<file path="src/rtl/pdstep_pkg.sv">
`timescale 1ns / 1ps
package pdstep_pkg;

  // Field widths
  localparam int DIR_W  = 24;
  localparam int POS_W  = 32;
  localparam int YAW_W  = 16;
  localparam int STEP_W = 21;
  localparam int UPS_W  = 20;
  localparam int DIST_W = UPS_W + STEP_W;
  localparam int DL_W   = STEP_W;
  localparam int DH_W   = DIST_W - DL_W;
  localparam int SQ_W   = 2 * DIR_W;
  localparam int PPL_W  = DIR_W + DL_W;
  localparam int PPH_W  = DIR_W + DH_W;
  localparam int NUM_W  = 64;

  // Square root: 64-bit radicand, 32-bit root
  localparam int RAD_W  = 64;
  localparam int RAD_SH = RAD_W - SQ_W;
  localparam int ROOT_W = RAD_W / 2;
  localparam int REM_W  = ROOT_W + 2;

  // Division: divisor is root times 64, quotient below 2^27
  localparam int DEN_SH = 6;
  localparam int DEN_W  = ROOT_W + DEN_SH;
  localparam int Q_W    = 27;

  // CORDIC datapath
  localparam int COR_W  = 44;
  localparam int COR_SH = 17;
  localparam int ACC_W  = 64;
  localparam int YAW_SH = 47;

  // Configuration register indexes
  typedef enum logic [1:0] {
    CFG_ENABLED   = 2'd0,
    CFG_UPS       = 2'd1,
    CFG_MAX_STEP  = 2'd2,
    CFG_ALIGN_YAW = 2'd3
  } cfg_idx_t;

  typedef enum logic [1:0] {
    ST_OK       = 2'd0,
    ST_NOT_INIT = 2'd1,
    ST_INVALID  = 2'd2
  } status_t;

  // Per-request data that travels alongside the arithmetic
  typedef struct packed {
    logic signed [POS_W-1:0] pos_x;
    logic signed [POS_W-1:0] pos_z;
    logic signed [YAW_W-1:0] yaw;
    status_t                 status;
    logic                    moved;
    logic                    align;
    logic                    neg_x;
    logic                    neg_z;
  } side_t;

  typedef struct packed {
    side_t              side;
    logic [DIR_W-1:0]   mag_x;
    logic [DIR_W-1:0]   mag_z;
    logic [DIST_W-1:0]  travel;
  } fwd_t;

  typedef struct packed {
    logic signed [COR_W-1:0] a;
    logic signed [COR_W-1:0] b;
    logic signed [ACC_W-1:0] acc;
  } cor_t;

  typedef struct packed {
    logic [RAD_W-1:0]  rad;
    logic [REM_W-1:0]  rem;
    logic [ROOT_W-1:0] root;
  } sq_t;

  typedef struct packed {
    side_t             side;
    logic [NUM_W-1:0]  num_x;
    logic [NUM_W-1:0]  num_z;
  } mid_t;

  typedef struct packed {
    logic [DEN_W-1:0] den;
    logic [DEN_W-1:0] rem_x;
    logic [DEN_W-1:0] rem_z;
    logic [Q_W-1:0]   nq_x;
    logic [Q_W-1:0]   nq_z;
  } dv_t;

  // atan(1/n) in Q0.60 by its power series; sel > 0 gives n = 2^sel,
  // sel of -5 gives n = 5 and any other value gives n = 239
  function automatic logic [ACC_W-1:0] atan_inv_q60(input int sel);
    logic [ACC_W-1:0] power;
    logic [ACC_W-1:0] sum;
    logic [ACC_W-1:0] term;
    if (sel > 0) begin
      power = (ACC_W'(1) << 60) >> sel;
    end else if (sel == -5) begin
      power = (ACC_W'(1) << 60) / 64'd5;
    end else begin
      power = (ACC_W'(1) << 60) / 64'd239;
    end
    sum = '0;
    for (int k = 0; k < 64; k++) begin
      if (power != '0) begin
        term = power / ACC_W'(2 * k + 1);
        if (k[0] == 1'b0) begin
          sum = sum + term;
        end else begin
          sum = sum - term;
        end
        if (sel > 0) begin
          power = power >> (2 * sel);
        end else if (sel == -5) begin
          power = power / 64'd25;
        end else begin
          power = power / 64'd57121;
        end
      end
    end
    return sum;
  endfunction

  // Rotation angle of CORDIC stage idx in Q0.60
  function automatic logic [ACC_W-1:0] atan_q60(input int idx);
    logic [ACC_W-1:0] ang;
    if (idx == 0) begin
      ang = (atan_inv_q60(-5) << 2) - atan_inv_q60(-239);
    end else begin
      ang = atan_inv_q60(idx);
    end
    return ang;
  endfunction

  localparam logic signed [ACC_W-1:0] HALF_PI_Q60 = atan_q60(0) << 1;

endpackage

</file>
<file path="src/rtl/pdstep_cordic_cell.sv">
`timescale 1ns / 1ps
module pdstep_cordic_cell
  import pdstep_pkg::*;
#(
  parameter int STAGE = 0
) (
  input  logic clk,
  input  logic rst_n,
  input  logic en,
  input  logic in_valid,
  input  cor_t in_cor,
  input  fwd_t in_fwd,
  output logic out_valid,
  output cor_t out_cor,
  output fwd_t out_fwd
);

  localparam logic signed [ACC_W-1:0] ANGLE = atan_q60(STAGE);

  logic                    valid_r;
  cor_t                    cor_r;
  cor_t                    cor_nxt;
  fwd_t                    fwd_r;
  logic signed [COR_W-1:0] a_in;
  logic signed [COR_W-1:0] b_in;
  logic signed [COR_W-1:0] da;
  logic signed [COR_W-1:0] db;

  // Rotate towards the a axis by this stage's angle
  always_comb begin
    a_in = in_cor.a;
    b_in = in_cor.b;
    da   = b_in >>> STAGE;
    db   = a_in >>> STAGE;
    if (b_in > 0) begin
      cor_nxt.a   = a_in + da;
      cor_nxt.b   = b_in - db;
      cor_nxt.acc = in_cor.acc + ANGLE;
    end else begin
      cor_nxt.a   = a_in - da;
      cor_nxt.b   = b_in + db;
      cor_nxt.acc = in_cor.acc - ANGLE;
    end
  end

  // Hold the valid flag under reset
  always_ff @(posedge clk) begin
    if (!rst_n) begin
      valid_r <= 1'b0;
    end else if (en) begin
      valid_r <= in_valid;
    end
  end

  // Advance the payload
  always_ff @(posedge clk) begin
    if (en) begin
      cor_r <= cor_nxt;
      fwd_r <= in_fwd;
    end
  end

  assign out_valid = valid_r;
  assign out_cor   = cor_r;
  assign out_fwd   = fwd_r;

endmodule

</file>
<file path="config.mk">
export PLATFORM = sky130hd
export DESIGN_NAME = pdstep_cordic_cell
export DESIGN_NICKNAME = d
export VERILOG_FILES = /design/src/rtl/pdstep_pkg.sv /design/src/rtl/pdstep_cordic_cell.sv
export SDC_FILE = /design/constraint.sdc
export NUM_CORES = 1
export LEC_CHECK = 0
export BUFFER_PORTS_ARGS = -buffer_cell sky130_fd_sc_hd__buf_2
export CAP_MARGIN = 20
export CORE_MARGIN = 4
export CORE_UTILIZATION = 35
export DETAILED_ROUTE_END_ITERATION = 10
export SETUP_SLACK_MARGIN = 0.3
export SLEW_MARGIN = 20
export SYNTH_ARGS = -nofsm -noshare
export SYNTH_HDL_FRONTEND = slang
export SYNTH_SLANG_ARGS = --single-unit
</file>
<file path="constraint.sdc">
create_clock -name clk -period 16.5 [get_ports clk]
set_clock_uncertainty 0.1 [all_clocks]
set_input_delay 2.475 -clock clk [delete_from_list [all_inputs] [get_ports clk]]
set_output_delay 2.475 -clock clk [all_outputs]
set_load 0.02 [all_outputs]
</file>
==> flow_summary.yaml <==
status:
  status: "complete, no violations"
yosys:
  synthSimpleGateAreaFrac: 0.1142
  synthAdderAreaFrac: 0.1139
  synth.distinct_cells: 90
  synth_warnings: 0
  synth_compound_area_frac: 0.2049
  yosys.area_share.xor_xnor: 0.05714
  syn_nets: 2647
  synth_area_um2: 21460
  yosysSeqAreaShare: 0.4571
  synthMuxAreaShare: 0.006064
  synth-edff-count: 326
  ys_async_sr_fraction: 0
  synth.avg_cell_area_um2: 10.11
  synth_flop_cell: "edfxtp_1"
  syn-instance-count: 2123
  synth.ff_latch_count: 327
  synth_top_family_by_area: "compound AO/OA/AOI/OAI gates"
critical_path:
  crit_required_ps: 16710
  critical_path.endpoint_type: "register"
  crit_type: "input port to register"
  max_stage_delay_ps: 710
  crit_chain: "buf_2, nor4_1, nand4_1, nor3_1, or2_4, clkinv_2, fa_1, nand3b_1, a21boi_2, o21ba_2, and3_1, a311oi_1, or3_1, o311ai_2, a21boi_1, o221ai_2, xnor2_1"
  start_kind: "input port"
  critPathSlowestCell: "nor4_1"
  crit_fanout: 61
  crit_arrival_ps: 8140
  reg2reg_depth: 2
  r2r_setup_slack_ps: 15820
power:
  peakVddDrop_uv: 63.87
  p_comb_frac: 0.292
  switching_power_mw: 0.9539
  power_frac_seq: 0.382
  finalPower_mw: 2.824
  clockPowerShare: 0.326
  internal-power_mw: 1.870
  powerDensity_nw_per_um2: 105.3
  leakage_nw: 11.59
  swShare: 0.3378
grt:
  antenna_found_initial: 19
  track_usage: 0.2617
  grt_pass1_vias: 19720
  grt_pass1_wl_um: 131100
  grt_max_degree: 96
  grt_overflow: 0
timing:
  layout_min_cycle_time_ps: 7924
  worst_pin_slew_ps: 1078
  period_share: 0.4802
  rsz0062_at_grt: "false"
  relSlewSlack: 0.2811
  finalSetupViolCount: 0
  drv_slew: 0
  fin_setup_tns_ps: 0
  fmax_ghz: 0.1262
  fin_ws_ps: 8576
  hold_viol: 0
clock_network:
  clk-insertion-delay-late_ps: 560
  post_cts_buffers: 0
  cts_hold_buf: 0
  ctsRootBufferMaster: "clkbuf_16"
  cts_buffers: 41
  path_clk_slew_ps: 60
  cts_max_level: 2
  clock_path_buffers: 3
  cts.sink_count: 327
  ctsResizeCount: 0
  cts_tree: "built"
floorplan:
  ios: 659
  die_h_um: 255.6
  start_util: 0.3549
  dieArea_um2: 65330
  fp.dieW_um: 255.6
  core_area_um2: 60470
  row_count: 90
final_layout:
  area_delta_synth_final_pct: 25.01
  final_common_cell: "buf_2"
  layout-drive-gt1-share: 0.2745
  mostFrequentLayoutCells: "buf_2, edfxtp_1, a21oi_1, ha_1, nor2_1"
  finalNetCount: 3276
job:
  maxCapViolCount: 0
routing:
  dr.pass1.iters: 6
  avgViaCountPerCell: 5.568
  totalWireLength_um: 90570
  post_drt_wl_per_cell_um: 25.36
  drt_iter0_drc: 1784
  num_vias: 19890
  ant_nets: 0
  drc: 0
placement:
  place_congestion: 0.9780
  dp_hpwl_um: 73520
  portBuffers: 658
  pre_cts_slack_ps: 7971
min_path:
  holdPathStages: 2
  hp-class: "register to register"
cells in the mapped netlist (25+ instances only):
cell type,instances,area [µm²]
a21o_1,55,412.9
a21oi_1,253,1266
clkbuf_1,51,191.4
edfxtp_1,326,9789
ha_1,189,2365
inv_1,159,596.8
nand2_1,127,476.7
nand3_1,27,135.1
nand4_1,47,294.0
nor2_1,165,619.3
nor3_1,30,150.1
nor4_1,28,175.2
o21a_1,25,187.7
o21ai_0,143,715.7
o21bai_1,47,352.8
xnor2_1,112,980.9
xor2_1,28,245.2
path summary, 6_finish.rpt:
check / start / to
setup / recovery: in_cor[85] / out_cor[55]$_DFFE_PP_
hold reg to reg: out_valid$_SDFFE_PN0P_ / out_valid$_SDFFE_PN0P_
hold / removal: out_valid$_SDFFE_PN0P_ / out_valid$_SDFFE_PN0P_
setup reg to reg: out_valid$_SDFFE_PN0P_ / out_valid$_SDFFE_PN0P_
flip-flops by register name, indices dropped and copies added (netlist names):
| register | flops |
|---|---|
| out_fwd | 175 |
| out_cor | 151 |
| out_valid | 1 |
per-stage QoR:
step | cells | util | cell area [µm²] | hold slack, ps
finish | 3571 | 0.4436 | 26830 | 410.1
global route | 3569 | 0.4435 | 26820 | 465.2
CTS | 3565 | 0.4434 | 26810 | 415.1
detailed placement | 3491 | 0.4207 | 25440 | 400.9
global placement | 3491 | 0.4207 | 25440 | 392.3
floorplan | 2123 | - | 21460 | 489.3
power groups by stage:
stage	Clock, mW	Sequential, mW	Combinational, mW
after floorplan	0	1.22	0.362
after global placement	0	1.09	0.811
after detailed placement	0	1.09	0.814
after CTS	0.947	1.08	0.818
after global routing	0.980	1.09	0.878
final	0.920	1.08	0.824
worst max-delay path, delay by kind of cell:
kind	cells	cell delay (ps)
compound gates	6	1420
xor+xnor	1	90
fa+ha+maj	1	620
buf+inv	2	770
simple gates	7	2670
cell type report:
class / instances / area (µm²)
repair buffers: 670 / 3393
multi-input cells: 1550 / 10650
clock buffers: 55 / 1120
fillers: 5898 / 33640
clock inverters: 19 / 249.0
well taps: 782 / 978.4
flip-flops and latches: 327 / 9809
inverters: 162 / 609.3
diodes: 6 / 15.01
kinds of logic (layout without fill, tap and decap cells):
logic type      count (synthesis)  after routing
xor+xnor                      140            140
compound gates                693            693
other cells                     0              6
mux                            13             13
buf+inv                       246            906
fa+ha+maj                     193            193
simple gates                  511            511
flops                         327            327
per-layer routing:
layer	global-route usage	vias up	wire, µm
met5	0	-	75
met4	0.06400	10	2378
met3	0.05481	167	6238
met2	0.4565	898	44390
met1	0.3332	9709	37490
li1	-	9101	-
(Power assumes the default switching activity.)
