<file path="config.mk">
export PLATFORM = sky130hd
export DESIGN_NAME = pdstep_div_cell
export DESIGN_NICKNAME = d
export VERILOG_FILES = /design/src/rtl/pdstep_pkg.sv /design/src/rtl/pdstep_div_cell.sv
export SDC_FILE = /design/constraint.sdc
export NUM_CORES = 1
export LEC_CHECK = 0
export ABC_AREA = 1
export BUFFER_PORTS_ARGS = -buffer_cell sky130_fd_sc_hd__buf_2
export CAP_MARGIN = 10
export CELL_PAD_IN_SITES_DETAIL_PLACEMENT = 1
export CELL_PAD_IN_SITES_GLOBAL_PLACEMENT = 1
export CORE_MARGIN = 5
export CORE_UTILIZATION = 37
export DETAILED_ROUTE_END_ITERATION = 6
export PLACE_DENSITY_LB_ADDON = 0.1
export SKIP_LAST_GASP = 1
export SLEW_MARGIN = 0
export SYNTH_ARGS = -nofsm -noshare
export SYNTH_HDL_FRONTEND = slang
export SYNTH_SLANG_ARGS = --single-unit
</file>
<file path="constraint.sdc">
create_clock -name clk -period 2.7 [get_ports clk]
set_input_delay 0.54 -clock clk [delete_from_list [all_inputs] [get_ports clk]]
set_output_delay 0.54 -clock clk [all_outputs]
set_load 0.005 [all_outputs]
</file>
<file path="src/rtl/pdstep_pkg.sv">
`timescale 1ns / 1ps
package pdstep_pkg;

  // Field widths
  localparam int DIR_W  = 24;
  localparam int POS_W  = 32;
  localparam int YAW_W  = 16;
  localparam int STEP_W = 21;
  localparam int UPS_W  = 20;
  localparam int DIST_W = UPS_W + STEP_W;
  localparam int DL_W   = STEP_W;
  localparam int DH_W   = DIST_W - DL_W;
  localparam int SQ_W   = 2 * DIR_W;
  localparam int PPL_W  = DIR_W + DL_W;
  localparam int PPH_W  = DIR_W + DH_W;
  localparam int NUM_W  = 64;

  // Square root: 64-bit radicand, 32-bit root
  localparam int RAD_W  = 64;
  localparam int RAD_SH = RAD_W - SQ_W;
  localparam int ROOT_W = RAD_W / 2;
  localparam int REM_W  = ROOT_W + 2;

  // Division: divisor is root times 64, quotient below 2^27
  localparam int DEN_SH = 6;
  localparam int DEN_W  = ROOT_W + DEN_SH;
  localparam int Q_W    = 27;

  // CORDIC datapath
  localparam int COR_W  = 44;
  localparam int COR_SH = 17;
  localparam int ACC_W  = 64;
  localparam int YAW_SH = 47;

  // Configuration register indexes
  typedef enum logic [1:0] {
    CFG_ENABLED   = 2'd0,
    CFG_UPS       = 2'd1,
    CFG_MAX_STEP  = 2'd2,
    CFG_ALIGN_YAW = 2'd3
  } cfg_idx_t;

  typedef enum logic [1:0] {
    ST_OK       = 2'd0,
    ST_NOT_INIT = 2'd1,
    ST_INVALID  = 2'd2
  } status_t;

  // Per-request data that travels alongside the arithmetic
  typedef struct packed {
    logic signed [POS_W-1:0] pos_x;
    logic signed [POS_W-1:0] pos_z;
    logic signed [YAW_W-1:0] yaw;
    status_t                 status;
    logic                    moved;
    logic                    align;
    logic                    neg_x;
    logic                    neg_z;
  } side_t;

  typedef struct packed {
    side_t              side;
    logic [DIR_W-1:0]   mag_x;
    logic [DIR_W-1:0]   mag_z;
    logic [DIST_W-1:0]  travel;
  } fwd_t;

  typedef struct packed {
    logic signed [COR_W-1:0] a;
    logic signed [COR_W-1:0] b;
    logic signed [ACC_W-1:0] acc;
  } cor_t;

  typedef struct packed {
    logic [RAD_W-1:0]  rad;
    logic [REM_W-1:0]  rem;
    logic [ROOT_W-1:0] root;
  } sq_t;

  typedef struct packed {
    side_t             side;
    logic [NUM_W-1:0]  num_x;
    logic [NUM_W-1:0]  num_z;
  } mid_t;

  typedef struct packed {
    logic [DEN_W-1:0] den;
    logic [DEN_W-1:0] rem_x;
    logic [DEN_W-1:0] rem_z;
    logic [Q_W-1:0]   nq_x;
    logic [Q_W-1:0]   nq_z;
  } dv_t;

  // atan(1/n) in Q0.60 by its power series; sel > 0 gives n = 2^sel,
  // sel of -5 gives n = 5 and any other value gives n = 239
  function automatic logic [ACC_W-1:0] atan_inv_q60(input int sel);
    logic [ACC_W-1:0] power;
    logic [ACC_W-1:0] sum;
    logic [ACC_W-1:0] term;
    if (sel > 0) begin
      power = (ACC_W'(1) << 60) >> sel;
    end else if (sel == -5) begin
      power = (ACC_W'(1) << 60) / 64'd5;
    end else begin
      power = (ACC_W'(1) << 60) / 64'd239;
    end
    sum = '0;
    for (int k = 0; k < 64; k++) begin
      if (power != '0) begin
        term = power / ACC_W'(2 * k + 1);
        if (k[0] == 1'b0) begin
          sum = sum + term;
        end else begin
          sum = sum - term;
        end
        if (sel > 0) begin
          power = power >> (2 * sel);
        end else if (sel == -5) begin
          power = power / 64'd25;
        end else begin
          power = power / 64'd57121;
        end
      end
    end
    return sum;
  endfunction

  // Rotation angle of CORDIC stage idx in Q0.60
  function automatic logic [ACC_W-1:0] atan_q60(input int idx);
    logic [ACC_W-1:0] ang;
    if (idx == 0) begin
      ang = (atan_inv_q60(-5) << 2) - atan_inv_q60(-239);
    end else begin
      ang = atan_inv_q60(idx);
    end
    return ang;
  endfunction

  localparam logic signed [ACC_W-1:0] HALF_PI_Q60 = atan_q60(0) << 1;

endpackage

</file>
<file path="src/rtl/pdstep_div_cell.sv">
`timescale 1ns / 1ps
module pdstep_div_cell
  import pdstep_pkg::*;
(
  input  logic  clk,
  input  logic  rst_n,
  input  logic  en,
  input  logic  in_valid,
  input  dv_t   in_dv,
  input  side_t in_side,
  output logic  out_valid,
  output dv_t   out_dv,
  output side_t out_side
);

  logic           valid_r;
  dv_t            dv_r;
  dv_t            dv_nxt;
  side_t          side_r;
  logic [DEN_W:0] rem2_x;
  logic [DEN_W:0] rem2_z;
  logic [DEN_W:0] den_e;
  logic           ge_x;
  logic           ge_z;

  // One quotient bit per lane: shift in a dividend bit, subtract if it fits
  always_comb begin
    den_e  = {1'b0, in_dv.den};
    rem2_x = {in_dv.rem_x, in_dv.nq_x[Q_W-1]};
    rem2_z = {in_dv.rem_z, in_dv.nq_z[Q_W-1]};
    ge_x   = rem2_x >= den_e;
    ge_z   = rem2_z >= den_e;
    dv_nxt.den   = in_dv.den;
    dv_nxt.rem_x = ge_x ? DEN_W'(rem2_x - den_e) : DEN_W'(rem2_x);
    dv_nxt.rem_z = ge_z ? DEN_W'(rem2_z - den_e) : DEN_W'(rem2_z);
    dv_nxt.nq_x  = {in_dv.nq_x[Q_W-2:0], ge_x};
    dv_nxt.nq_z  = {in_dv.nq_z[Q_W-2:0], ge_z};
  end

  // Hold the valid flag under reset
  always_ff @(posedge clk) begin
    if (!rst_n) begin
      valid_r <= 1'b0;
    end else if (en) begin
      valid_r <= in_valid;
    end
  end

  // Advance the payload
  always_ff @(posedge clk) begin
    if (en) begin
      dv_r   <= dv_nxt;
      side_r <= in_side;
    end
  end

  assign out_valid = valid_r;
  assign out_dv    = dv_r;
  assign out_side  = side_r;

endmodule

</file>
==> results.txt <==
The run finished with clean final reports. The global-route usage over all layers came out at 27.04%. At the worst endpoint, the required time is 3.12 ns. The cell area after synthesis came out at 14800 um2. The number of global-route vias before repair came out at 15.71k. The power per unit of standard cell area is 565.0 nW/um2. The detail route stage leaves a number of antenna-violating nets equal to 0. The average size of a mapped cell came out at 8.411 um2. The number of instances resized during post-cts repair is 0. The number of standard cells in the layout, taps in and fillers out came out at 3051. Entering global routing, the biggest net connects 56 pins. STA classifies the critical path startpoint as an input port. The number of I/O port buffers is 512. The number of fillers in the final layout is 5011. The number of flops mapped to enable cells by yosys is 254. The critical path in this run is classified as in -> reg. The number of buffers and inverters on the critical path is 4. The final layout net count is 2839. The arrival time at the worst endpoint came out at 2.83 ns. In this run the number of H-tree levels came out at 1. The largest single stage delay on the critical path is 0.36 ns. The number of hold violations in the final report is 0. The signed area change from the synthesized netlist to the final layout came out at 39.21%. The worst register-to-register path ends at out_valid$_SDFFE_PN0P_. The final design area excluding fillers came out at 20600 um2. The iteration-0 DRC count of the detailed router is 728. The worst setup path is captured at a flip-flop.

The register-to-register setup slack came out at 2.01 ns. Dividing the detail-routed via count by the number of cells gives 4.810. The final HPWL from detailed placement came out at 52920 um.

The fraction of registers with async set/reset came out at 0%. The upper clock frequency limit is 414.6 MHz. The setup violation total in the final timing report came out at 0. The clock period could shrink to 2.412 ns.

The via count of the routed design came out at 14.68k. Summed over all layers, the global routing overflow is 0. The later pin in the worst-skew pair is clocked with a latency of 0.55 ns. The startpoint identified for the worst register-to-register timing path is out_valid$_SDFFE_PN0P_.

Headroom to the max-slew limit came out at 63.40%. The post-route clock skew came out at 0 ns. After clock tree synthesis, the clock-pin slew on the worst setup and hold paths is 0.07 ns. The first detailed-routing pass took 5 iterations. The launch instance of the worst min-delay path is in_dv[50]. The placed standard-cell area came out at 19720 um2.

The weighted congestion reported at the end of routability-driven placement is 0.9156. The maximum ir drop on the vdd rail is 0.4569 mV. Walking the worst path, the cells encountered are buf_2, inv_1, buf_4, ha_1, nand2_1, nor2_2, nand2_1, nor2_2, nand4_1, nand4_1, buf_4, nand3_1, nand2_1. The worst hold path cell count is 1.

For hold timing, the worst endpoint is out_dv[51]$_DFFE_PP_. The most repeated library cell on the critical path is nand2_1. The max-cap violation count is 0. The maximum clock insertion buffer count is 3.

TritonCTS built the clock tree. The leakage power figure is 10.68 nW. The total placed cells including tap cells came out at 2998. Grouping stages by cell kind, the critical path spends the most delay in simple AND/OR/NAND/NOR gates. In this run the count of I/O pins placed on the die edge is 513. The post-synthesis sequential element count came out at 255.

The largest fanout on the critical path is 10. The final count of pins violating max slew is 0. The root buffer cell is clkbuf_16. The post-route netlist has 30.99% of its cells at a drive strength greater than 1. The dominant synthesized flop cell is edfxtp_1.

The total die area is 44090 um2. The number of hold buffers added after CTS was 0. The post-synth net total came out at 2095. The effective utilization at floorplan came out at 37.32%. Clock tree synthesis found a total of 255 sinks.

The standard-cell row count came out at 73. In the synthesized netlist, the number of instances is 1759. The sequential share of the synthesized area is 51.69%. The worst hold-check path type is in -> reg. Setup repair after global routing left no endpoint under its margin. The number of cells on the worst reg-to-reg path is 2. The horizontal extent of the die came out at 210.0 um. The wire length of the first global-routing pass came out at 91700 um.

The die height is 210.0 um. The number of clock buffers inserted by TritonCTS is 28. In this run the post-CTS setup repair buffer count came out at 0.

The final cycle utilization of the critical path came out at 89.34%. At the pin with the least slew margin, the transition time is 0.5433 ns. The netlist uses 32 different library cells. The highest-delay cell along the critical path is ha_1. The core outline area is 39640 um2. The average wire per cell in the routed design came out at 20.22 um.

The initial antenna violation count is 5. After routing, the total negative slack on setup checks comes to 0 ns. After detailed routing, the total wire length is 61700 um. The remaining routing DRC violations is 0. The count of warnings emitted by yosys is 0.
==> cells by family (layout without fill, tap and decap cells) <==
logic type               after synthesis  count (layout)  synth area share, %
adder cells (fa/ha/maj)               78              78                6.698
flip-flops                           255             255                51.69
AO/OA/AOI/OAI                         99              99                3.712
XOR/XNOR                              40              40                2.368
AND/OR/NAND/NOR                      963             963                26.67
other                                  0               3                    0
buffers and inverters                324            1088                8.863
==> layer usage <==
metal	global-route usage (%)	up-vias	share of wire [%]
met5	0	-	0.021
met4	8.303	2	3.1
met3	3.512	95	4.3
met2	47.96	365	50
met1	34.60	7067	42
li1	-	7146	-
==> cell usage in the layout, fill, tap and decap left out, types with 5 or more instances in the layout <==
master / n
clkbuf_1: 5
o21bai_1: 14
nand2_1: 607
clkinv_1: 9
o21ai_1: 8
nand4_1: 10
o21ai_0: 23
nor2_1: 146
buf_12: 16
xor2_1: 38
edfxtp_1: 254
nand3_1: 154
buf_2: 511
clkbuf_16: 28
nand3b_1: 14
a21oi_1: 47
inv_1: 303
nor3_1: 19
ha_1: 76
nor2_2: 5
buf_4: 206
==> synth_stat cells (2+ instances only) <==
master / n / area (um2)
ha_1: 76 / 950.9
a31oi_1: 2 / 12.51
a21oi_1: 47 / 235.2
buf_1: 2 / 7.510
o21ai_0: 23 / 115.1
buf_4: 4 / 30.03
edfxtp_1: 254 / 7627
nor2_2: 5 / 31.28
xor2_1: 38 / 332.8
and2_1: 2 / 12.51
buf_2: 3 / 15.01
a21boi_0: 2 / 15.01
nor4_1: 3 / 18.77
nand2_1: 607 / 2278
nand2_2: 2 / 12.51
nand3_1: 154 / 770.7
nor3_1: 19 / 95.09
fa_1: 2 / 40.04
inv_1: 303 / 1137
o21ai_1: 8 / 40.04
nand3b_1: 14 / 105.1
a21oi_2: 2 / 17.52
xnor2_1: 2 / 17.52
nor2_1: 146 / 548.0
buf_6: 10 / 112.6
nand4_1: 10 / 62.56
o21bai_1: 14 / 105.1
==> worst register-to-register path: stages (launching register included) <==
cell	delay, ns
dfxtp_1	0.31
o21ai_0	0.20
a21oi_1	0.07
==> through the flow <==
step | setup slack [ns] | total power, mW | utilization, % | hold WS [ns]
6_report | 0.2878 | 11.64 | 51.96 | 0.1350
5_1_grt | 0.1256 | 12.25 | 51.96 | 0.1156
4_1_cts | 0.3190 | 11.75 | 51.94 | 0.1042
3_5_place_dp | -0.2555 | 8.045 | 49.75 | 0.5815
3_3_place_gp | -0.2079 | 7.961 | 49.75 | 0.5306
2_1_floorplan | 0.4860 | 6.324 | - | 0.5248
==> where the power goes <==
group,internal [mW],switching (mW)
registers,4.85,0.121
clock network,2.09,1.59
logic,1.27,1.72
==> worst max-delay path by stage <==
stage / slack (ns) / cells after the start / end / start
final: 0.29 / 13 / out_dv[80]$_DFFE_PP_ / in_dv[147]
after global routing: 0.13 / 13 / out_dv[76]$_DFFE_PP_ / in_dv[143]
after CTS: 0.32 / 13 / out_dv[76]$_DFFE_PP_ / in_dv[149]
after detailed placement: -0.26 / 13 / out_dv[76]$_DFFE_PP_ / in_dv[149]
after global placement: -0.21 / 13 / out_dv[79]$_DFFE_PP_ / in_dv[149]
after floorplan: 0.49 / 14 / out_dv[91]$_DFFE_PP_ / in_dv[131]
==> area by class of cell <==
class	instances	area, um2	share of cell area (%)
antenna	3	7.507	0.03645
clock buffer	33	719.4	3.493
clock inverter	17	147.6	0.7168
inverter	304	1141	5.540
multi-input combinational	1180	5837	28.34
sequential	255	7647	37.13
tap	525	656.9	3.189
timing repair buffer	734	4439	21.55
==> registers in the layout, summed over array words and instances, names as in the netlist <==
signal	cells
out_dv	168
out_valid	1
out_side	86
(Power assumes the default switching activity.)
