--- config.mk ---
export PLATFORM = sky130hd
export DESIGN_NAME = pdstep_sqrt_cell
export DESIGN_NICKNAME = d
export VERILOG_FILES = /design/src/rtl/pdstep_pkg.sv /design/src/rtl/pdstep_sqrt_cell.sv
export SDC_FILE = /design/constraint.sdc
export NUM_CORES = 1
export LEC_CHECK = 0
export BUFFER_PORTS_ARGS = -buffer_cell sky130_fd_sc_hd__buf_4
export CORE_AREA = 5 5 268 270
export CTS_CLUSTER_DIAMETER = 150
export DETAILED_ROUTE_END_ITERATION = 8
export DIE_AREA = 0 0 273 275
export PLACE_DENSITY = 0.47
export SYNTH_ARGS = -nofsm -noshare
export SYNTH_HDL_FRONTEND = slang
export SYNTH_SLANG_ARGS = --single-unit
--- constraint.sdc ---
create_clock -name clk -period 3.55 [get_ports clk]
set_input_delay 0.355 -clock clk [delete_from_list [all_inputs] [get_ports clk]]
set_output_delay 0.355 -clock clk [all_outputs]
set_load 0.005 [all_outputs]
--- src/rtl/pdstep_pkg.sv ---
`timescale 1ns / 1ps
package pdstep_pkg;

  // Field widths
  localparam int DIR_W  = 24;
  localparam int POS_W  = 32;
  localparam int YAW_W  = 16;
  localparam int STEP_W = 21;
  localparam int UPS_W  = 20;
  localparam int DIST_W = UPS_W + STEP_W;
  localparam int DL_W   = STEP_W;
  localparam int DH_W   = DIST_W - DL_W;
  localparam int SQ_W   = 2 * DIR_W;
  localparam int PPL_W  = DIR_W + DL_W;
  localparam int PPH_W  = DIR_W + DH_W;
  localparam int NUM_W  = 64;

  // Square root: 64-bit radicand, 32-bit root
  localparam int RAD_W  = 64;
  localparam int RAD_SH = RAD_W - SQ_W;
  localparam int ROOT_W = RAD_W / 2;
  localparam int REM_W  = ROOT_W + 2;

  // Division: divisor is root times 64, quotient below 2^27
  localparam int DEN_SH = 6;
  localparam int DEN_W  = ROOT_W + DEN_SH;
  localparam int Q_W    = 27;

  // CORDIC datapath
  localparam int COR_W  = 44;
  localparam int COR_SH = 17;
  localparam int ACC_W  = 64;
  localparam int YAW_SH = 47;

  // Configuration register indexes
  typedef enum logic [1:0] {
    CFG_ENABLED   = 2'd0,
    CFG_UPS       = 2'd1,
    CFG_MAX_STEP  = 2'd2,
    CFG_ALIGN_YAW = 2'd3
  } cfg_idx_t;

  typedef enum logic [1:0] {
    ST_OK       = 2'd0,
    ST_NOT_INIT = 2'd1,
    ST_INVALID  = 2'd2
  } status_t;

  // Per-request data that travels alongside the arithmetic
  typedef struct packed {
    logic signed [POS_W-1:0] pos_x;
    logic signed [POS_W-1:0] pos_z;
    logic signed [YAW_W-1:0] yaw;
    status_t                 status;
    logic                    moved;
    logic                    align;
    logic                    neg_x;
    logic                    neg_z;
  } side_t;

  typedef struct packed {
    side_t              side;
    logic [DIR_W-1:0]   mag_x;
    logic [DIR_W-1:0]   mag_z;
    logic [DIST_W-1:0]  travel;
  } fwd_t;

  typedef struct packed {
    logic signed [COR_W-1:0] a;
    logic signed [COR_W-1:0] b;
    logic signed [ACC_W-1:0] acc;
  } cor_t;

  typedef struct packed {
    logic [RAD_W-1:0]  rad;
    logic [REM_W-1:0]  rem;
    logic [ROOT_W-1:0] root;
  } sq_t;

  typedef struct packed {
    side_t             side;
    logic [NUM_W-1:0]  num_x;
    logic [NUM_W-1:0]  num_z;
  } mid_t;

  typedef struct packed {
    logic [DEN_W-1:0] den;
    logic [DEN_W-1:0] rem_x;
    logic [DEN_W-1:0] rem_z;
    logic [Q_W-1:0]   nq_x;
    logic [Q_W-1:0]   nq_z;
  } dv_t;

  // atan(1/n) in Q0.60 by its power series; sel > 0 gives n = 2^sel,
  // sel of -5 gives n = 5 and any other value gives n = 239
  function automatic logic [ACC_W-1:0] atan_inv_q60(input int sel);
    logic [ACC_W-1:0] power;
    logic [ACC_W-1:0] sum;
    logic [ACC_W-1:0] term;
    if (sel > 0) begin
      power = (ACC_W'(1) << 60) >> sel;
    end else if (sel == -5) begin
      power = (ACC_W'(1) << 60) / 64'd5;
    end else begin
      power = (ACC_W'(1) << 60) / 64'd239;
    end
    sum = '0;
    for (int k = 0; k < 64; k++) begin
      if (power != '0) begin
        term = power / ACC_W'(2 * k + 1);
        if (k[0] == 1'b0) begin
          sum = sum + term;
        end else begin
          sum = sum - term;
        end
        if (sel > 0) begin
          power = power >> (2 * sel);
        end else if (sel == -5) begin
          power = power / 64'd25;
        end else begin
          power = power / 64'd57121;
        end
      end
    end
    return sum;
  endfunction

  // Rotation angle of CORDIC stage idx in Q0.60
  function automatic logic [ACC_W-1:0] atan_q60(input int idx);
    logic [ACC_W-1:0] ang;
    if (idx == 0) begin
      ang = (atan_inv_q60(-5) << 2) - atan_inv_q60(-239);
    end else begin
      ang = atan_inv_q60(idx);
    end
    return ang;
  endfunction

  localparam logic signed [ACC_W-1:0] HALF_PI_Q60 = atan_q60(0) << 1;

endpackage

--- src/rtl/pdstep_sqrt_cell.sv ---
`timescale 1ns / 1ps
module pdstep_sqrt_cell
  import pdstep_pkg::*;
(
  input  logic clk,
  input  logic rst_n,
  input  logic en,
  input  logic in_valid,
  input  sq_t  in_sq,
  input  mid_t in_mid,
  output logic out_valid,
  output sq_t  out_sq,
  output mid_t out_mid
);

  logic             valid_r;
  sq_t              sq_r;
  sq_t              sq_nxt;
  mid_t             mid_r;
  logic [REM_W+1:0] rem2;
  logic [REM_W+1:0] trial;
  logic             fits;

  // Bring down two radicand bits and try one more root bit
  always_comb begin
    rem2  = {in_sq.rem, in_sq.rad[RAD_W-1 -: 2]};
    trial = {2'b00, in_sq.root, 2'b01};
    fits  = rem2 >= trial;
    sq_nxt.rad  = in_sq.rad << 2;
    sq_nxt.root = {in_sq.root[ROOT_W-2:0], fits};
    if (fits) begin
      sq_nxt.rem = REM_W'(rem2 - trial);
    end else begin
      sq_nxt.rem = REM_W'(rem2);
    end
  end

  // Hold the valid flag under reset
  always_ff @(posedge clk) begin
    if (!rst_n) begin
      valid_r <= 1'b0;
    end else if (en) begin
      valid_r <= in_valid;
    end
  end

  // Advance the payload
  always_ff @(posedge clk) begin
    if (en) begin
      sq_r  <= sq_nxt;
      mid_r <= in_mid;
    end
  end

  assign out_valid = valid_r;
  assign out_sq    = sq_r;
  assign out_mid   = mid_r;

endmodule

==> summary.txt, run 1 <==
status -> finished, final reports clean
number of global-route vias before repair -> 11.1k
Crit. End Element -> flop
Pwr Density -> 473 nW/um^2
Fillers -> 6772
Syn Std Cell Area -> 12700 um^2
setup_tns -> 0 ps
first-pass GRT wire length -> 77000 um
Fin Clk Skew -> 0 ps
clk sinks -> 343
Setup crit start kind -> input pin
sequential share of the synthesized area -> 81.1%
Iteration-0 DRC Markers -> 533
Die W -> 273 um
Synth Register Bits -> 343
routed vias -> 10.4k
Reg-to-Reg Start -> out_valid
die area -> 75100 um^2
delay-heaviest family, CP -> compound AO/OA/AOI/OAI gates
All-Layer GR Usage -> 13.8%
CTS Buf Count -> 43
Post-Place Worst Slack -> 192 ps
CP Data Required Time -> 3860 ps
fmax -> 315 MHz
CP Buf/Inv Count -> 4
drt via density -> 3.83
Final nets -> 2132
Core Area -> 69300 um^2
origin of the worst min-delay path -> rst_n
Final WS setup -> 376 ps
GPL Wtd Cong -> 0.822
Rows -> 97
area share of the largest cell type after synthesis -> 81.0%
largest net degree at the start of global routing -> 95
clock tree buffer depth -> 3
share of layout cells above drive strength 1 -> 43.2%
crit path cell chain -> dlygate4sd3_1 > buf_4 > inv_1 > ha_1 > a21o_1 > o41ai_1 > o211ai_1 > a211oi_1 > o21a_2 > inv_2 > mux2_1
critical path data arrival time -> 3480 ps
setup violators final -> 0
most common cell in the netlist -> edfxtp_1
Top FF cell, synth -> edfxtp_1
global route overflow -> 0
Post-Layout Cell Count -> 2727
Post-CTS Setup Bufs -> 0
initial antenna violation count -> 10
critical path class -> input pin to flop
asr flop ratio synth -> 0%
wire length per cell -> 20.4 um
initial core utilization -> 18.3%
Worst path depth -> 11
CTS clk-pin slew, worst paths -> 60 ps
Worst path slowest cell -> dlygate4sd3_1
drc violations -> 0
top cells by count, synth -> 342 x edfxtp_1, 48 x nand2_1, 41 x inv_1
Placed Cells -> 2338
first drt pass iteration count -> 5
max-slew violations -> 0
Layout Area Growth over Synthesis -> 85.6%
Worst Reg-to-Reg Cells -> 2
Synth area leader -> edfxtp_1
# H-tree levels -> 2
worst slew pin tran -> 761 ps
number of distinct library cells after synthesis -> 58
Leakage Power -> 0.00987 uW
RSZ-0062 raised after global routing -> no
Worst-Skew Late Latency -> 550 ps
Port Buffers -> 690
Peak VDD IR -> 0.000309 V
cells after synthesis -> 711
post-detail-place hpwl -> 42500 um
CTS tree -> done
Synth area leaders -> edfxtp_1 81%, ha_1 3.4%, nand2_1 1.4%
Worst setup startpoint -> in_sq[7]
syn avg cell area -> 17.8 um^2
period utilization -> 89.4%
number of flops mapped to enable cells by yosys -> 342
Final Hold Violating Endpoints -> 0
Min-Delay Path Depth -> 2
crit-path max cell delay -> 530 ps
I/O pins -> 693
max_cap viols -> 0
CTS root buffer -> clkbuf_16
Yosys warnings -> 0
post-route ant nets -> 0
CP Max Fanout -> 11
min Tclk post-route -> 3170 ps
die height -> 275 um
Worst slew margin -> 49.2%
worst hold path class -> input pin to flop
WL final -> 55600 um
## layout make-up
type | instances | area [um^2] | area share [%]
clock buffer | 54 | 1120 | 4.75
multi-input combinational | 313 | 2170 | 9.21
antenna | 5 | 12.5 | 0.0531
clock inverter | 23 | 243 | 1.03
timing repair buffer | 1007 | 8380 | 35.6
sequential | 343 | 10300 | 43.7
tap | 940 | 1180 | 5.00
inverter | 42 | 158 | 0.670
## state kept, by name (all words and copies together) (netlist names)
signal	cells
out_mid	214
out_sq	128
out_valid	1
## layer usage
| layer | vias to the layer above | routed length (um) | track usage [%] |
|---|---|---|---|
| li1 | 4815 | - | - |
| met1 | 5055 | 20300 | 15.3 |
| met2 | 463 | 28500 | 24.7 |
| met3 | 97 | 4680 | 4.60 |
| met4 | 12 | 2030 | 4.81 |
| met5 | - | 86 | 0 |
## worst register-to-register path: cells and delay by family (launching register included)
| family | cells | cell delay (ps) |
|---|---|---|
| DFF | 1 | 330 |
| and+or+nand+nor | 1 | 150 |
| muxes | 1 | 70 |
## cells by family (layout without fill, tap and decap cells)
logic type	count (synthesis)	count (layout)	share of synthesized area, %
compound gates	129	129	6.81
xor+xnor	28	28	1.93
fa+ha+maj	34	34	3.35
buf+inv	56	1126	1.81
flops	343	343	81.1
mux	7	7	0.582
other cells	1	7	0.0296
simple gates	113	113	4.35
## placed cells by master (no fill, tap or decap), types with 5 or more instances in the layout
master	Yosys	final
clkbuf_16	0	43
a21o_1	21	21
diode_2	0	5
nand2_1	48	48
dlygate4sd3_1	0	307
o21ai_0	12	12
nor3_1	8	8
xnor2_1	12	12
a31oi_1	5	5
o21ai_1	31	31
clkbuf_1	5	11
buf_4	3	695
and3_1	9	9
inv_1	41	41
and2_1	6	6
ha_1	34	34
a21oi_1	26	26
nor2_1	14	14
nand4_1	7	7
nand2b_1	6	6
clkinv_1	0	6
xor2_1	16	16
edfxtp_1	342	342
## power breakdown
group,switching [uW],internal [uW]
logic,803,1050
clock network,1800,2480
registers,116,4870
total,2720,8410
## path summary, 6_finish.rpt
kind	to	slack, ps
max	out_sq[59]	380
min	out_valid	60
max reg2reg	out_valid	2930
min reg2reg	out_valid	540
## per-stage QoR
stage	utilization (%)	instance area, um^2	power (uW)	hold slack (ps)
2_1_floorplan	-	12700	5450	454
3_5_place_dp	27.5	19100	6640	534
4_1_cts	33.9	23500	11300	8.93
3_3_place_gp	27.5	19100	6630	509
6_report	34.0	23500	11100	63.4
5_1_grt	34.0	23500	11700	38.9
## what timing repair did
item,CTS,global route
hold endpoints to repair,307,0
gates resized for setup,0,1
hold buffers,307,0
setup endpoints to repair,0,1
Power figures use the tool's default switching activity.
==> inputs of run 2 (changes only) <==
Settings changed: CORE_AREA 5 5 268 270 to 2 2 273 275, DIE_AREA 0 0 273 275 to 0 0 275 277, PLACE_DENSITY 0.47 to 0.45.
==> run 2 against run 1 <==
  * Routed wire length increased by 1.0%
  * Cell count increased by 1.4%
  * Sequential power about the same
  * Critical endpoint is now out_sq[45]
  * Utilization decreased by 1.7 points
  * Clock power increased by 6.8%
  * Die area increased by 1.5%
  * Highest routed layer unchanged
  * Global-route usage increased by 0.23 points
==> summary.txt, run 2 (same netlist as run 1, synthesis figures left out) <==
global route overflow -> 0 (unchanged)
Iteration-0 DRC Markers -> 543 (was 533)
Post-Layout Cell Count -> 2764 (was 2727)
max-slew violations -> 0 (unchanged)
critical path class -> input pin to flop (unchanged)
Setup crit start kind -> input pin (unchanged)
clk sinks -> 343 (unchanged)
Sw Ratio -> 24.1% (was 24.5%)
post-cts resize count -> 0 (unchanged)
Leakage Power -> 0.00993 uW (was 0.00987 uW)
CTS root buffer -> clkbuf_16 (unchanged)
# H-tree levels -> 2 (unchanged)
setup violators final -> 0 (unchanged)
Rows -> 100 (was 97)
post-detail-place hpwl -> 43500 um (was 42500 um)
Worst path slowest cell -> dlygate4sd3_1 (unchanged)
max_cap viols -> 0 (unchanged)
max FFs per register -> 214 (unchanged)
initial antenna violation count -> 15 (was 10)
die area -> 76200 um^2 (was 75100 um^2)
GPL Wtd Cong -> 0.863 (was 0.822)
Layout Area Growth over Synthesis -> 86.9% (was 85.6%)
most frequent cells in the layout -> 698 x buf_4, 342 x edfxtp_1, 307 x dlygate4sd3_1 (was 695 x buf_4, 342 x edfxtp_1, 307 x dlygate4sd3_1)
CP Max Fanout -> 28 (was 11)
clock tree buffer depth -> 3 (unchanged)
post-route ant nets -> 0 (unchanged)
Die W -> 275 um (was 273 um)
wire length on met1 -> 21000 um (was 20300 um)
clock power share -> 40.0% (was 38.5%)
crit-path max cell delay -> 530 ps (about the same)
Worst slew margin -> 64.5% (was 49.2%)
Crit. End Element -> flop (unchanged)
met3 wire length -> 4340 um (was 4680 um)
I/O pins -> 693 (unchanged)
Core Area -> 73600 um^2 (was 69300 um^2)
WL met2 -> 28600 um (was 28500 um)
worst hold path class -> input pin to flop (unchanged)
Peak VDD IR -> 0.000356 V (was 0.000309 V)
routed vias -> 10.3k (was 10.4k)
Pwr Density -> 482 nW/um^2 (was 473 nW/um^2)
first-pass GRT wire length -> 77200 um (was 77000 um)
Psw -> 2750 uW (was 2720 uW)
wire length per cell -> 20.3 um (was 20.4 um)
Worst-Skew Late Latency -> 560 ps (was 550 ps)
Fillers -> 7328 (was 6772)
share of layout cells above drive strength 1 -> 43.7% (was 43.2%)
CTS Buf Count -> 42 (was 43)
Port Buffers -> 690 (unchanged)
crit path cell chain -> dlygate4sd3_1 > buf_4 > inv_1 > ha_1 > a21o_1 > o41ai_1 > o211ai_1 > a211oi_1 > o21a_2 > buf_4 > o21ai_1 (was dlygate4sd3_1 > buf_4 > inv_1 > ha_1 > a21o_1 > o41ai_1 > o211ai_1 > a211oi_1 > o21a_2 > inv_2 > mux2_1)
Final Hold Violating Endpoints -> 0 (unchanged)
CTS clk-pin slew, worst paths -> 70 ps (was 60 ps)
Reg-to-Reg Start -> out_valid (unchanged)
drt via density -> 3.74 (was 3.83)
Final nets -> 2133 (was 2132)
WL final -> 56200 um (was 55600 um)
min Tclk post-route -> 3270 ps (was 3170 ps)
Fin Clk Skew -> 0 ps (unchanged)
All-Layer GR Usage -> 14.0% (was 13.8%)
most frequent CP cell -> buf_4
status -> finished, final reports clean (unchanged)
worst slew pin tran -> 533 ps (was 761 ps)
RSZ-0062 raised after global routing -> no (unchanged)
Internal -> 8670 uW (was 8410 uW)
Worst setup startpoint -> in_sq[7] (unchanged)
CTS tree -> done (unchanged)
Placed Cells -> 2369 (was 2338)
Top Layer Used -> met5 (unchanged)
number of global-route vias before repair -> 10.9k (was 11.1k)
period utilization -> 92.2% (was 89.4%)
largest net degree at the start of global routing -> 84 (was 95)
most common cell after layout, fill and taps aside -> buf_4 (unchanged)
origin of the worst min-delay path -> in_valid (was rst_n)
CP Data Required Time -> 3850 ps (was 3860 ps)
Sequential Power Share -> 43.7% (was 44.8%)
initial core utilization -> 17.2% (was 18.3%)
setup_tns -> 0 ps (unchanged)
drc violations -> 0 (unchanged)
Cell Area, Placed -> 19100 um^2 (about the same)
first drt pass iteration count -> 4 (was 5)
Post-CTS Setup Bufs -> 0 (unchanged)
die height -> 277 um (was 275 um)
post-route cell area -> 23700 um^2 (was 23500 um^2)
critical path data arrival time -> 3570 ps (was 3480 ps)
fmax -> 305 MHz (was 315 MHz)
Gate power share -> 16.3% (was 16.7%)
-- run 2: cell types whose count changed in the layout (fill, tap and decap cells not counted), sizes merged --
cell,delta
clkinvlp,+1
clkbuf,-8
diode,+6
buf,+2
clkinv,+5
inv,-2
bufinv,+4
-- run 2: worst max-delay path: cells and delay by family --
kind	cells	cell delay [ps]
AOI/OAI and AO/OA	6	1770
buffers and inverters	4	1020
adders and majority gates	1	390
-- run 2: final timing paths --
path                            slack (ps)  cells past startpoint         end
worst max-delay path                   280                     11  out_sq[45]
worst min-delay path                    60                      3   out_valid
worst max register to register        2960                      2   out_valid
worst min register to register         530                      2   out_valid
-- run 2: metrics by stage --
stage	utilization, %	total power [uW]	setup WS, ps	hold slack (ps)
global placement	26.0	6660	334	513
CTS	32.2	11600	287	11.8
global route	32.2	11900	67.2	18.1
finish	32.2	11400	276	60.4
detailed placement	26.0	6660	228	515
floorplan	-	5450	813	454
-- run 2: routing by layer --
layer / vias up / global-route usage (%)
li1: 4815 / -
met1: 5016 / 15.4
met2: 417 / 24.9
met3: 84 / 4.13
met4: 8 / 5.85
met5: - / 0
-- run 2: timing repair --
item | 4_1_cts | 5_1_grt
hold buffers | 307 | 0
endpoints found under the setup margin | 0 | 0
endpoints found under the hold margin | 307 | 0
-- run 2: power groups by stage --
stage | registers [uW] | clock network, uW | logic (uW)
floorplan | 5090 | 0 | 360
global placement | 5080 | 0 | 1590
detailed placement | 5070 | 0 | 1590
CTS | 4990 | 4730 | 1910
global route | 5030 | 4870 | 2010
finish | 4990 | 4570 | 1860
-- run 2: area by class of cell --
type | count | area, um^2 | share of cell area [%]
Inverter | 42 | 158 | 0.665
Clock buffer | 46 | 1090 | 4.59
Clock inverter | 31 | 378 | 1.59
Timing Repair Buffer | 1009 | 8390 | 35.4
Tap cell | 969 | 1210 | 5.11
Antenna cell | 11 | 27.5 | 0.116
Sequential cell | 343 | 10300 | 43.4
Multi-Input combinational cell | 313 | 2170 | 9.15
